$ cat config.mk
export PLATFORM = sky130hd
export DESIGN_NAME = feal_block_cipher_unit
export DESIGN_NICKNAME = d
export VERILOG_FILES = /design/src/feal_pkg.sv /design/src/feal_keysched.sv /design/src/feal_block_cipher_unit.sv
export SDC_FILE = /design/constraint.sdc
export NUM_CORES = 2
export LEC_CHECK = 0
export CAP_MARGIN = 0
export CELL_PAD_IN_SITES_DETAIL_PLACEMENT = 1
export CELL_PAD_IN_SITES_GLOBAL_PLACEMENT = 1
export CORE_AREA = 2 2 300 332
export DETAILED_ROUTE_END_ITERATION = 8
export DIE_AREA = 0 0 302 334
export DONT_BUFFER_PORTS = 1
export PLACE_DENSITY_LB_ADDON = 0.15
export SLEW_MARGIN = 0
export SYNTH_ARGS = -nofsm -noshare
export SYNTH_HDL_FRONTEND = slang
export SYNTH_SLANG_ARGS = --single-unit
$ cat constraint.sdc
create_clock -name clk -period 8.4 [get_ports clk]
set_clock_uncertainty 0.1 [all_clocks]
set_input_delay 1.68 -clock clk [delete_from_list [all_inputs] [get_ports clk]]
set_output_delay 1.68 -clock clk [all_outputs]
set_load 0.01 [all_outputs]
$ cat src/feal_pkg.sv
package feal_pkg;

  typedef struct packed {
    logic        action;
    logic [31:0] word_first;
    logic [31:0] word_second;
  } in_word_t;

  typedef struct packed {
    logic [31:0] out_first;
    logic [31:0] out_second;
  } out_word_t;

  typedef enum logic [1:0] {
    ST_IDLE,
    ST_ROUND,
    ST_DONE
  } state_t;

  typedef enum logic [1:0] {
    REG_KEY0,
    REG_KEY1,
    REG_KEY2,
    REG_KEY3
  } reg_index_t;

  typedef enum logic [1:0] {
    QSEL_BOTH,
    QSEL_R1,
    QSEL_R2
  } qsel_t;

  localparam logic ACT_DECRYPT = 1'b1;

  function automatic logic [7:0] sbox_mix(input logic [7:0] x, input logic [7:0] y,
                                          input logic c);
    logic [7:0] t;
    t = x + y + {7'd0, c};
    return {t[5:0], t[7:6]};
  endfunction

  function automatic logic [31:0] round_fn(input logic [31:0] x, input logic [15:0] k);
    logic [7:0] m1;
    logic [7:0] m2;
    logic [7:0] y0;
    logic [7:0] y3;
    m1 = x[23:16] ^ k[15:8] ^ x[31:24];
    m2 = x[15:8] ^ k[7:0] ^ x[7:0];
    m1 = sbox_mix(m1, m2, 1'b0);
    m2 = sbox_mix(m2, m1, 1'b1);
    y0 = sbox_mix(x[31:24], m1, 1'b1);
    y3 = sbox_mix(x[7:0], m2, 1'b0);
    return {y0, m1, m2, y3};
  endfunction

  function automatic logic [31:0] key_mix(input logic [31:0] a, input logic [31:0] b);
    logic [7:0] m1;
    logic [7:0] m2;
    logic [7:0] y0;
    logic [7:0] y3;
    m1 = a[23:16] ^ a[31:24];
    m2 = a[15:8] ^ a[7:0];
    m1 = sbox_mix(m1, m2 ^ b[31:24], 1'b1);
    m2 = sbox_mix(m2, m1 ^ b[23:16], 1'b0);
    y0 = sbox_mix(a[31:24], m1 ^ b[15:8], 1'b0);
    y3 = sbox_mix(a[7:0], m2 ^ b[7:0], 1'b1);
    return {y0, m1, m2, y3};
  endfunction

endpackage

$ cat src/feal_keysched.sv
module feal_keysched #(
  parameter int ROUNDS = 32
) (
  input  logic                           clk,
  input  logic                           rst,
  input  logic                           cfg_we,
  input  logic [1:0]                     cfg_index,
  input  logic [31:0]                    cfg_data,
  output logic                           busy,
  input  logic [$clog2(ROUNDS)-2:0]      rd_row,
  output logic [31:0]                    rd_data,
  output logic [7:0][15:0]               wkey
);

  localparam int KS_STEPS = (ROUNDS + 1) / 2 + 4;
  localparam int RK_ROWS  = (ROUNDS + 1) / 2;
  localparam int ROW_W    = $clog2(ROUNDS) - 1;
  localparam int STEP_W   = $clog2(KS_STEPS);

  logic [3:0][31:0]  key;
  logic [STEP_W-1:0] step;
  feal_pkg::qsel_t   qsel;
  logic [31:0]       ka;
  logic [31:0]       kb;
  logic [31:0]       kd;
  logic [31:0]       a_cur;
  logic [31:0]       b_cur;
  logic [31:0]       d_cur;
  logic [31:0]       q;
  logic [31:0]       t;
  logic [31:0]       rk_mem [RK_ROWS];

  always_comb begin
    if (step == '0) begin
      a_cur = key[0];
      b_cur = key[1];
      d_cur = '0;
    end else begin
      a_cur = ka;
      b_cur = kb;
      d_cur = kd;
    end
    unique case (qsel)
      feal_pkg::QSEL_BOTH: q = key[2] ^ key[3];
      feal_pkg::QSEL_R1:   q = key[2];
      feal_pkg::QSEL_R2:   q = key[3];
      default:             q = key[2] ^ key[3];
    endcase
    t = feal_pkg::key_mix(a_cur, b_cur ^ d_cur ^ q);
  end

  always_ff @(posedge clk) begin
    if (rst) begin
      key <= '0;
    end else if (cfg_we) begin
      unique case (feal_pkg::reg_index_t'(cfg_index))
        feal_pkg::REG_KEY0: key[0] <= cfg_data;
        feal_pkg::REG_KEY1: key[1] <= cfg_data;
        feal_pkg::REG_KEY2: key[2] <= cfg_data;
        feal_pkg::REG_KEY3: key[3] <= cfg_data;
      endcase
    end
  end

  always_ff @(posedge clk) begin
    if (rst || cfg_we) begin
      busy <= 1'b1;
      step <= '0;
      qsel <= feal_pkg::QSEL_BOTH;
    end else if (busy) begin
      if (step == STEP_W'(KS_STEPS - 1)) begin
        busy <= 1'b0;
      end
      step <= step + 1'b1;
      unique case (qsel)
        feal_pkg::QSEL_BOTH: qsel <= feal_pkg::QSEL_R1;
        feal_pkg::QSEL_R1:   qsel <= feal_pkg::QSEL_R2;
        default:             qsel <= feal_pkg::QSEL_BOTH;
      endcase
    end
  end

  always_ff @(posedge clk) begin
    if (busy) begin
      kd <= a_cur;
      ka <= b_cur;
      kb <= t;
      for (int j = 0; j < 8; j++) begin
        if (2 * int'(step) == ROUNDS + j) begin
          wkey[j] <= t[31:16];
        end
        if (2 * int'(step) + 1 == ROUNDS + j) begin
          wkey[j] <= t[15:0];
        end
      end
    end
  end

  always_ff @(posedge clk) begin
    if (busy && int'(step) < RK_ROWS) begin
      rk_mem[step[ROW_W-1:0]] <= t;
    end
    rd_data <= rk_mem[rd_row];
  end

endmodule

$ cat src/feal_block_cipher_unit.sv
// A 64-bit Feistel block cipher with a 128-bit key held in four registers.
// The key is written through the configuration port; every write restarts
// the key schedule, which fills the subkey memory and the whitening keys.
// While the schedule runs, in_ready stays low.
// Reset clears the key to zero and runs the same schedule pass.
// An input word carries the action (encrypt or decrypt) and two 32-bit
// words. It is accepted when in_valid and in_ready are both high. One
// result word follows on out_valid/out_ready for every input word.
// An item is loaded and whitened when it is accepted, then runs one
// Feistel round per cycle, each using one read of the subkey memory,
// and is whitened and registered as the result. Words are
// processed one at a time. The result register lets the next word be
// accepted while a result waits; if the receiver stalls, a finished word
// holds in the core until the result register frees up.
module feal_block_cipher_unit #(
  parameter int ROUNDS = 32
) (
  input  logic                clk,
  input  logic                rst,
  input  logic                in_valid,
  output logic                in_ready,
  input  feal_pkg::in_word_t  in_word,
  output logic                out_valid,
  input  logic                out_ready,
  output feal_pkg::out_word_t out_word,
  input  logic                cfg_we,
  input  logic [1:0]          cfg_index,
  input  logic [31:0]         cfg_data
);

  localparam int IDX_W = $clog2(ROUNDS);

  feal_pkg::state_t  state;
  feal_pkg::state_t  state_next;
  logic              busy;
  logic [IDX_W-1:0]  key_idx;
  logic [IDX_W-1:0]  rd_idx;
  logic              half_lo;
  logic              dec;
  logic [31:0]       a;
  logic [31:0]       b;
  logic [31:0]       rd_data;
  logic [7:0][15:0]  wkey;
  logic [15:0]       rk;
  logic              last;
  logic              accept;
  logic              load_out;
  logic [31:0]       wa;
  logic [31:0]       wb;
  logic [31:0]       a_init;

  feal_keysched #(
    .ROUNDS(ROUNDS)
  ) u_keysched (
    .clk      (clk),
    .rst      (rst),
    .cfg_we   (cfg_we),
    .cfg_index(cfg_index),
    .cfg_data (cfg_data),
    .busy     (busy),
    .rd_row   (rd_idx[IDX_W-1:1]),
    .rd_data  (rd_data),
    .wkey     (wkey)
  );

  assign last = (dec == feal_pkg::ACT_DECRYPT) ? (key_idx == '0)
                                               : (key_idx == IDX_W'(ROUNDS - 1));
  assign rk   = half_lo ? rd_data[15:0] : rd_data[31:16];

  always_comb begin
    state_next = state;
    unique case (state)
      feal_pkg::ST_IDLE:  if (accept) state_next = feal_pkg::ST_ROUND;
      feal_pkg::ST_ROUND: if (last) state_next = feal_pkg::ST_DONE;
      feal_pkg::ST_DONE:  if (load_out) state_next = feal_pkg::ST_IDLE;
      default:            state_next = feal_pkg::ST_IDLE;
    endcase
  end

  always_comb begin
    in_ready = (state == feal_pkg::ST_IDLE) && !busy;
    accept   = in_valid && in_ready;
    load_out = (state == feal_pkg::ST_DONE) && (!out_valid || out_ready);
    rd_idx   = key_idx;
    if (state == feal_pkg::ST_IDLE) begin
      rd_idx = (in_word.action == feal_pkg::ACT_DECRYPT) ? IDX_W'(ROUNDS - 1) : '0;
    end else if (state == feal_pkg::ST_ROUND && !last) begin
      rd_idx = (dec == feal_pkg::ACT_DECRYPT) ? key_idx - 1'b1 : key_idx + 1'b1;
    end
    if (in_word.action == feal_pkg::ACT_DECRYPT) begin
      wa = {wkey[4], wkey[5]};
      wb = {wkey[6], wkey[7]};
    end else begin
      wa = {wkey[0], wkey[1]};
      wb = {wkey[2], wkey[3]};
    end
    a_init = in_word.word_first ^ wa;
  end

  always_ff @(posedge clk) begin
    if (rst) begin
      state <= feal_pkg::ST_IDLE;
    end else begin
      state <= state_next;
    end
  end

  always_ff @(posedge clk) begin
    half_lo <= rd_idx[0];
    if (accept) begin
      dec     <= in_word.action;
      a       <= a_init;
      b       <= in_word.word_second ^ wb ^ a_init;
      key_idx <= rd_idx;
    end else if (state == feal_pkg::ST_ROUND) begin
      a       <= b;
      b       <= a ^ feal_pkg::round_fn(b, rk);
      key_idx <= rd_idx;
    end
  end

  always_ff @(posedge clk) begin
    if (load_out) begin
      if (dec == feal_pkg::ACT_DECRYPT) begin
        out_word.out_first  <= b ^ {wkey[0], wkey[1]};
        out_word.out_second <= a ^ b ^ {wkey[2], wkey[3]};
      end else begin
        out_word.out_first  <= b ^ {wkey[4], wkey[5]};
        out_word.out_second <= a ^ b ^ {wkey[6], wkey[7]};
      end
    end
  end

  always_ff @(posedge clk) begin
    if (rst) begin
      out_valid <= 1'b0;
    end else if (load_out) begin
      out_valid <= 1'b1;
    end else if (out_ready) begin
      out_valid <= 1'b0;
    end
  end

endmodule

## Word-level counts from Yosys, hierarchy flattened

Memories as Yosys holds them, arrays and structs flattened. A register that Yosys moved wholly into a read port is not among the register bits.
Index checks and enable logic that the tools add are counted.

| storage, ports and cells | value |
|---|---|
| output and inout port bits | 66 |
| bits in latches | 0 |
| RAM bits | 512 |
| register bits | 498 |
| bits in read-only memories | 0 |
| input bits | 104 |
| memories kept | 1 |
| word-level logic and storage cells | 167 |

| operators by class | value |
|---|---|
| magnitude comparators | 1 |
| divide/modulo/power cells | 0 |
| $add $sub $neg | 16 |
| shifts and indexed selects | 0 |
| reductions and logical operators | 34 |
| multipliers | 0 |
| equal/unequal tests | 24 |
| bitwise gates (word level) | 22 |
| muxes and demuxes | 42 |

Memory list:

| name | depth | bits a word | read ports | clocked after Yosys merged registers in | write ports | line | source |
|---|---|---|---|---|---|---|---|
| u_keysched.rk_mem | 16 | 32 | 1 | 1 | 1 | feal_keysched.sv:31 | `logic [31:0] rk_mem [RK_ROWS];` |

Operator list:

| operator | number |
|---|---|
| 32-bit XOR | 12 |
| 32-bit 2-to-1 mux | 9 |
| 32-bit by 7-bit equality test with 1-bit output (second input constant) | 8 |
| 16-bit 2-to-1 mux | 13 |
| 8-bit XOR | 10 |
| 8-bit adder | 8 |
| 64-bit 2-to-1 mux | 1 |
| 32-bit one-hot mux with 2 select lines | 1 |
| 8-bit by 1-bit adder with 8-bit output (second input constant) | 4 |
| 5-bit equality test (second input constant) | 6 |
| 5-bit 2-to-1 mux | 6 |
| 2-bit AND reduction | 12 |
| 2-bit nonzero test | 6 |
| 5-bit by 1-bit adder with 5-bit output (second input constant) | 2 |
| 5-bit logical NOT | 2 |
| 2-bit equality test (second input constant) | 4 |
| 6-bit by 1-bit adder with 7-bit output (second input constant) | 1 |
| 1-bit 2-to-1 mux | 7 |
| 2-bit by 1-bit equality test with 1-bit output (second input constant) | 3 |
| 2-bit logical NOT | 3 |
| 2-bit 2-to-1 mux | 3 |
| 2-bit inequality test (second input constant) | 3 |
| 2-bit one-hot mux with 3 select lines | 1 |
| 1-bit logical AND | 5 |
| other kinds (6) | 9 |

## Logic depth before layout (Yosys ltp)

| depth | value |
|---|---|
| depth in word-level cells | 13 |
| depth in mapped cells | 37 |

## By module

From an unflattened synthesis, not the netlist that was laid out.

| second synthesis, totals | value |
|---|---|
| cell total of the unflattened synthesis | 3,112 |
| area, all modules | 45,486.1 sq um |

By module, submodules not included:

| module | area an instance (sq um) | sequential area each (sq um) | cells each | instances |
|---|---|---|---|---|
| feal_keysched | 35,427.7 | 25,464.4 | 2,228 | 1 |
| feal_block_cipher_unit | 10,058.4 | 4,103.9 | 884 | 1 |

## Worst setup path before layout

Ideal clock, no wire load.

| path | value |
|---|---|
| kind | reg2reg |
| start point | register u_keysched.step[0] |
| end point | register u_keysched.kb[0] (data pin) |
| data required time | 7,975 ps |
| cell stages (with the launch flop) | 38 |
| clock period less this slack | 8,538 ps |
| library setup time | 325 ps |
| arrival | 8,113 ps |
| setup slack | -138 ps |
| path buffers | 4 |
| path through | dfxtp_1 inv_1 ha_1 nor4b_4 clkbuf_1 buf_2 buf_2 buf_2 nand2_1 nand2_1 xnor2_1 ha_1 inv_1 fa_1 a21o_1 a21oi_1 o21bai_1 a21oi_1 (+2 left out) ha_1 inv_1 fa_1 nor2b_1 o21ai_0 a21oi_1 o21a_1 nor2_1 xnor2_1 xnor2_1 ha_1 fa_1 nor2b_1 o21ai_0 nand2b_1 a21o_1 a21oi_1 xnor2_1 |

| between the ends | value |
|---|---|
| elaborated cells on any way between the ends | 16 |
| classes of those cells | add/sub: 5; mux: 3; bitwise: 7; reduce/logical: 1 |

RTL lines:

| what | line | source |
|---|---|---|
| start, declared | feal_keysched.sv:21 | `logic [STEP_W-1:0] step;` |
| start signal, assigned | feal_keysched.sv:74 | `step <= step + 1'b1;` |
| 5-bit logical NOT | feal_keysched.sv:34 | `if (step == '0) begin` |
| 32-bit 2-to-1 mux | feal_keysched.sv:34 |  |
| named net u_keysched.a_cur[16] | feal_keysched.sv:26 | `logic [31:0] a_cur;` |
| 8-bit XOR | feal_pkg.sv:61 | `m1 = a[23:16] ^ a[31:24];` |
| 8-bit adder | feal_pkg.sv:38 | `t = x + y + {7'd0, c};` |
| 8-bit by 1-bit adder with 8-bit output | feal_pkg.sv:38 |  |
| named net u_keysched.t[16] | feal_keysched.sv:30 | `logic [31:0] t;` |
| 8-bit XOR | feal_pkg.sv:64 | `m2 = sbox_mix(m2, m1 ^ b[23:16], 1'b0);` |
| 8-bit adder | feal_pkg.sv:38 |  |
| named net u_keysched.t[8] | feal_keysched.sv:30 |  |
| 8-bit XOR | feal_pkg.sv:66 | `y3 = sbox_mix(a[7:0], m2 ^ b[7:0], 1'b1);` |
| 8-bit adder | feal_pkg.sv:38 |  |
| 8-bit by 1-bit adder with 8-bit output | feal_pkg.sv:38 |  |
| named net u_keysched.t[0] | feal_keysched.sv:30 |  |
| end signal, assigned | feal_keysched.sv:87 | `kb <= t;` |
| end, declared | feal_keysched.sv:24 | `logic [31:0] kb;` |

The timed path passes the listed nets, and every way through them passes these cells.
A chain may end at the register's enable or synchronous reset.

## Final worst setup path

| path | value |
|---|---|
| start point | register u_keysched.step[0] |
| end point | memory u_keysched.rk_mem[15][0] (data pin) |

| between the ends | value |
|---|---|
| word-level cells in the longest chain between the ends | 12 |
| elaborated cells on any way between the ends | 16 |
| classes of those cells | add/sub: 5; mux: 3; bitwise: 7; reduce/logical: 1 |

Ends and longest elaborated chain:

| what | line | source |
|---|---|---|
| 5-bit logical NOT * | feal_keysched.sv:34 |  |
| 32-bit 2-to-1 mux | feal_keysched.sv:34 |  |
| 32-bit XOR (2 in a row) | feal_keysched.sv:49 | `t = feal_pkg::key_mix(a_cur, b_cur ^ d_cur ^ q);` |
| 8-bit XOR | feal_pkg.sv:63 | `m1 = sbox_mix(m1, m2 ^ b[31:24], 1'b1);` |
| 8-bit adder * | feal_pkg.sv:38 |  |
| 8-bit by 1-bit adder with 8-bit output * | feal_pkg.sv:38 |  |
| named net u_keysched.t[16] | feal_keysched.sv:30 |  |
| 8-bit XOR * | feal_pkg.sv:64 |  |
| 8-bit adder * | feal_pkg.sv:38 |  |
| named net u_keysched.t[9] | feal_keysched.sv:30 |  |
| 8-bit XOR * | feal_pkg.sv:66 |  |
| 8-bit adder * | feal_pkg.sv:38 |  |
| 8-bit by 1-bit adder with 8-bit output * | feal_pkg.sv:38 |  |
| named net u_keysched.t[0] | feal_keysched.sv:30 |  |
| end, declared | feal_keysched.sv:31 |  |

The timed path passes the listed nets; every way through them passes the cells marked *.

==> summary.md <==
| Metric | Value |
|---|---|
| CP endpoint kind | register |
| Reg2Reg Depth | 36 |
| Die area | 101000 sq um |
| Synth area leader | edfxtp_1 |
| Post-synthesis net count | about 4000 |
| Tot GR Track Use | between 20% and 30% |
| Synthesized area per cell | approximately 12 sq um |
| IO Pins | 170 |
| Die height | 334 um |
| Post-synthesis simple-gate area fraction | 10.4% |
| Crit Path Class | register to register |
| Main combinational cell family by area after synthesis | simple AND/OR/NAND/NOR gates |
| Pre-antenna DRT Iters | 5 |
| Core area | a little under 100000 sq um |
| Vias per inst | 5.96 |
| Peak VDD IR | roughly 0.40 mV |
| Worst-Skew Late Latency | approximately 0.71 ns |
| Most frequent cell after synthesis | edfxtp_1 |
| Area grow syn2layout | 12.2% |
| Worst Hold Class | register to register |
| Final slew viol count | 0 |
| Final worst path period need | around 8 ns |
| Sw Share | roughly 33% |
| TritonCTS buffer count | 109 |
| Routing usage on met3 | under 10% |
| CP Buf/Inv Count | 7 |
| WP data required | slightly below 9 ns |
| Fraction of layout cells with a size suffix above 1 | between 8 and 9% |
| Hold endpoint | u_keysched.key[52] |
| Port bufs | 0 |
| Initial antenna violation count | 6 |
| WHS Path Cells | 2 |
| Combinational share of power | approximately 30% |
| Ys Warns | 0 |
| Cell chosen for the clock root | clkbuf_16 |
| Nets | a little under 4000 |
| Synth Flop Type | edfxtp_1 |
| Int Power | between 10 and 15 mW |
| Crit-path leading delay family | compound AO/OA/AOI/OAI gates |
| Net Sw Power | ~6.4 mW |
| Setup ws final | approximately 0.34 ns |
| Clock share of power | 26.8% |
| Relative slew margins | between 10% and 20% |
| Hold Crit Start | u_keysched.key[52] |
| Tot Pwr | approximately 19 mW |
| Unique masters post-synth | slightly above 60 |
| Max Cap Violations | 0 |
| FF-to-FF End | u_keysched.rk_mem[15][0] |
| Fin. Hold Viols | 0 |
| Via count | slightly above 30000 |
| Sequential-to-total area share from yosys stat | 63.8% |
| Multiplexer share of the synthesized area | under 10% |
| Layout Cells excl Fill | just over 5000 |
| Routed WL | approximately 140 mm |
| Highest Clock Rate | about 120 MHz |
| Synth Area in XOR/XNOR | slightly above 8% |
| Tcrit/Tclk final | approximately 96% |
| Starting Density | between 40% and 50% |
| Initial DRC count | ~2500 |
| Proportion of netlist area held by the largest area contributor | a little under three fifths |
| Sequential fraction of design power | 42.5% |
| Outcome | completed |
| Top cells by area, synth | edfxtp_1 56%, dfxtp_1 7.4%, nand2_1 4.8% |
| Placer Congestion | ~0.88 |
| DRC Markers | 0 |
| Synth Area in Compound Gates | around 9% |
| Met2 Usage GRT | approximately half |
| Lkg Pwr | ~19 nW |
| DR WL/cell | about 28 um |
| First-pass GRT wire length | around 210 mm |
| Post-synth EDFFs | 870 |
| # hold bufs at CTS | 0 |
| FFs w/ async S/R, synth | 0% |
| Hpwl dp | about 90 mm |
| CP Max Fanout | 40 |
| Overflow after GRT | 0 |
| Met1 global-route usage | between 30% and 40% |
| DIE WIDTH | ~300 um |
| Clock transition at path regs | ~0.06 ns |
| Pre-CTS setup slack | -0.180 ns |
| Slew @ Worst Pin | ~1.3 ns |
| Row cnt | approximately 120 |
| Clock Path Buffers | 3 |
| Slowest CP cell | or3b_2 |
| Placed insts | 4875 |
| Mapped Area | between 40000 and 50000 sq um |
| # fillers | between 9000 and 10000 |
| Vias in the first global route | between 30000 and 40000 |
| Commonest cells post-synth | 870 x edfxtp_1, 596 x nand2_1, 250 x xnor2_1 |
| WP data arrival | roughly 8.4 ns |
| Worst reg2reg setup slack | 0.34 ns |
| FF+latch count, synth | between 1000 and 1500 |
| FF-to-FF Start | u_keysched.step[0] |
| Largest net degree at the start of global routing | roughly 130 |
| Reg area | around 30000 sq um |
| Busiest grt layer | met2 |
| DRT antenna net count | 0 |
| N_diodes | 0 |
| Max stage delay on crit path | 0.51 ns |
| Pwr dens | between 300 and 400 nW/um^2 |
| Cells after synthesis | between 3000 and 4000 |
| Synth Area in Adders | 2.20% |
| TritonCTS clock tree | built |
| Clock sink total | approximately 1000 |
| Worst setup SP type | register |
| Multi-input gate area | 16100 sq um |
| H-tree levels | 3 |
| Setup violators final | 0 |
==> state kept, by name, summed over array words and instances (netlist names), 2 cells and up <==
register	flops
key_idx	5
u_keysched.rk_mem	512
out_word	64
u_keysched.step	5
u_keysched.rd_data	32
state	2
b	32
u_keysched.kb	32
u_keysched.kd	32
u_keysched.qsel	2
u_keysched.key	128
u_keysched.ka	32
u_keysched.wkey	128
a	32
==> layout make-up <==
class | instances | share of cell area, %
clock buffers | 143 | 5.78
clock inverters | 63 | 1.50
inverters | 50 | 0.378
multi-input cells | 2410 | 31.0
flip-flops and latches | 1042 | 56.8
well taps | 1291 | 3.10
repair buffers | 89 | 1.43
==> routing by layer <==
metal | up-vias | share of wire (%)
met3 | 192 | 5.3
met4 | 0 | 2.7
met5 | - | 0
met2 | 922 | 51
li1 | 13500 | -
met1 | 15700 | 41
==> power by group through the flow <==
| stage | Sequential [mW] | Combinational [mW] | Clock, mW |
|---|---|---|---|
| final | 8.13 | 5.87 | 5.11 |
| after global routing | 8.15 | 6.25 | 5.37 |
| after CTS | 8.13 | 5.58 | 5.19 |
| after detailed placement | 8.24 | 5.37 | 0 |
| after global placement | 8.21 | 5.07 | 0 |
| after floorplan | 8.14 | 2.92 | 0 |
==> cells by family after synthesis <==
| logic type | after synthesis |
|---|---|
| flops | 1042 |
| xor+xnor | 428 |
| buf+inv | 278 |
| compound gates | 659 |
| mux | 175 |
| simple gates | 1070 |
| fa+ha+maj | 76 |
==> how the worst max path moves through the flow <==
stage | startpoint | endpoint | slack (ns) | cells after the start
floorplan | u_keysched.step[0] | u_keysched.kb[0] | 0.17 | 37
global placement | u_keysched.step[0] | u_keysched.wkey[112] | 0.25 | 31
global route | u_keysched.step[0] | u_keysched.rk_mem[11][0] | -0.03 | 36
finish | u_keysched.step[0] | u_keysched.rk_mem[15][0] | 0.34 | 36
CTS | u_keysched.step[0] | u_keysched.wkey[113] | 0.03 | 34
detailed placement | u_keysched.step[0] | u_keysched.wkey[80] | -0.18 | 34
==> tightest hold or removal path, cell delays in order (launching register included) <==
cell and delay, ns:
dfxtp_1 0.31, nand2_1 0.05, a21oi_1 0.05
==> layout by cell type, fill, tap and decap left out, types with 6 or more instances in the layout <==
| cell | n |
|---|---|
| nand2b_1 | 10 |
| nor2_1 | 100 |
| buf_4 | 83 |
| nand3_1 | 6 |
| and3_1 | 68 |
| dfxtp_1 | 171 |
| mux2i_1 | 172 |
| o21bai_1 | 7 |
| a21oi_1 | 202 |
| clkinv_2 | 24 |
| or4_1 | 32 |
| bufinv_16 | 17 |
| inv_1 | 47 |
| o211a_1 | 31 |
| xnor2_1 | 236 |
| fa_1 | 9 |
| or3_1 | 63 |
| nand2_1 | 593 |
| nor2b_1 | 8 |
| xor2_1 | 169 |
| o21ai_0 | 150 |
| nor2_4 | 12 |
| clkinv_1 | 11 |
| edfxtp_1 | 870 |
| o211ai_1 | 63 |
| nor3_1 | 135 |
| clkbuf_16 | 112 |
| clkbuf_1 | 22 |
| a22oi_1 | 32 |
| xnor2_2 | 13 |
| a211oi_1 | 67 |
| a21o_1 | 18 |
| a311oi_1 | 62 |
| clkbuf_8 | 9 |
| ha_1 | 66 |
==> repair_timing <==
action / 4_1_cts / 5_1_grt
cloned: 2 / 0
buffers inserted: 0 / 5
endpoints found under the hold margin: 0 / 0
resized for setup: 5 / 10
pin swaps: 2 / 5
setup endpoints to repair: 42 / 105
==> per-stage QoR <==
stage,hold WS (ns),cell area (sq um),TNS (ns),utilization (%)
finish,0.353,52000,0,53.1
global route,0.376,52000,-0.473,53.1
CTS,0.353,51900,0,53.0
detailed placement,0.344,48000,-3.77,49.0
global placement,0.341,48000,0,49.0
floorplan,0.333,46400,0,-
Power figures use the tool's default switching activity.
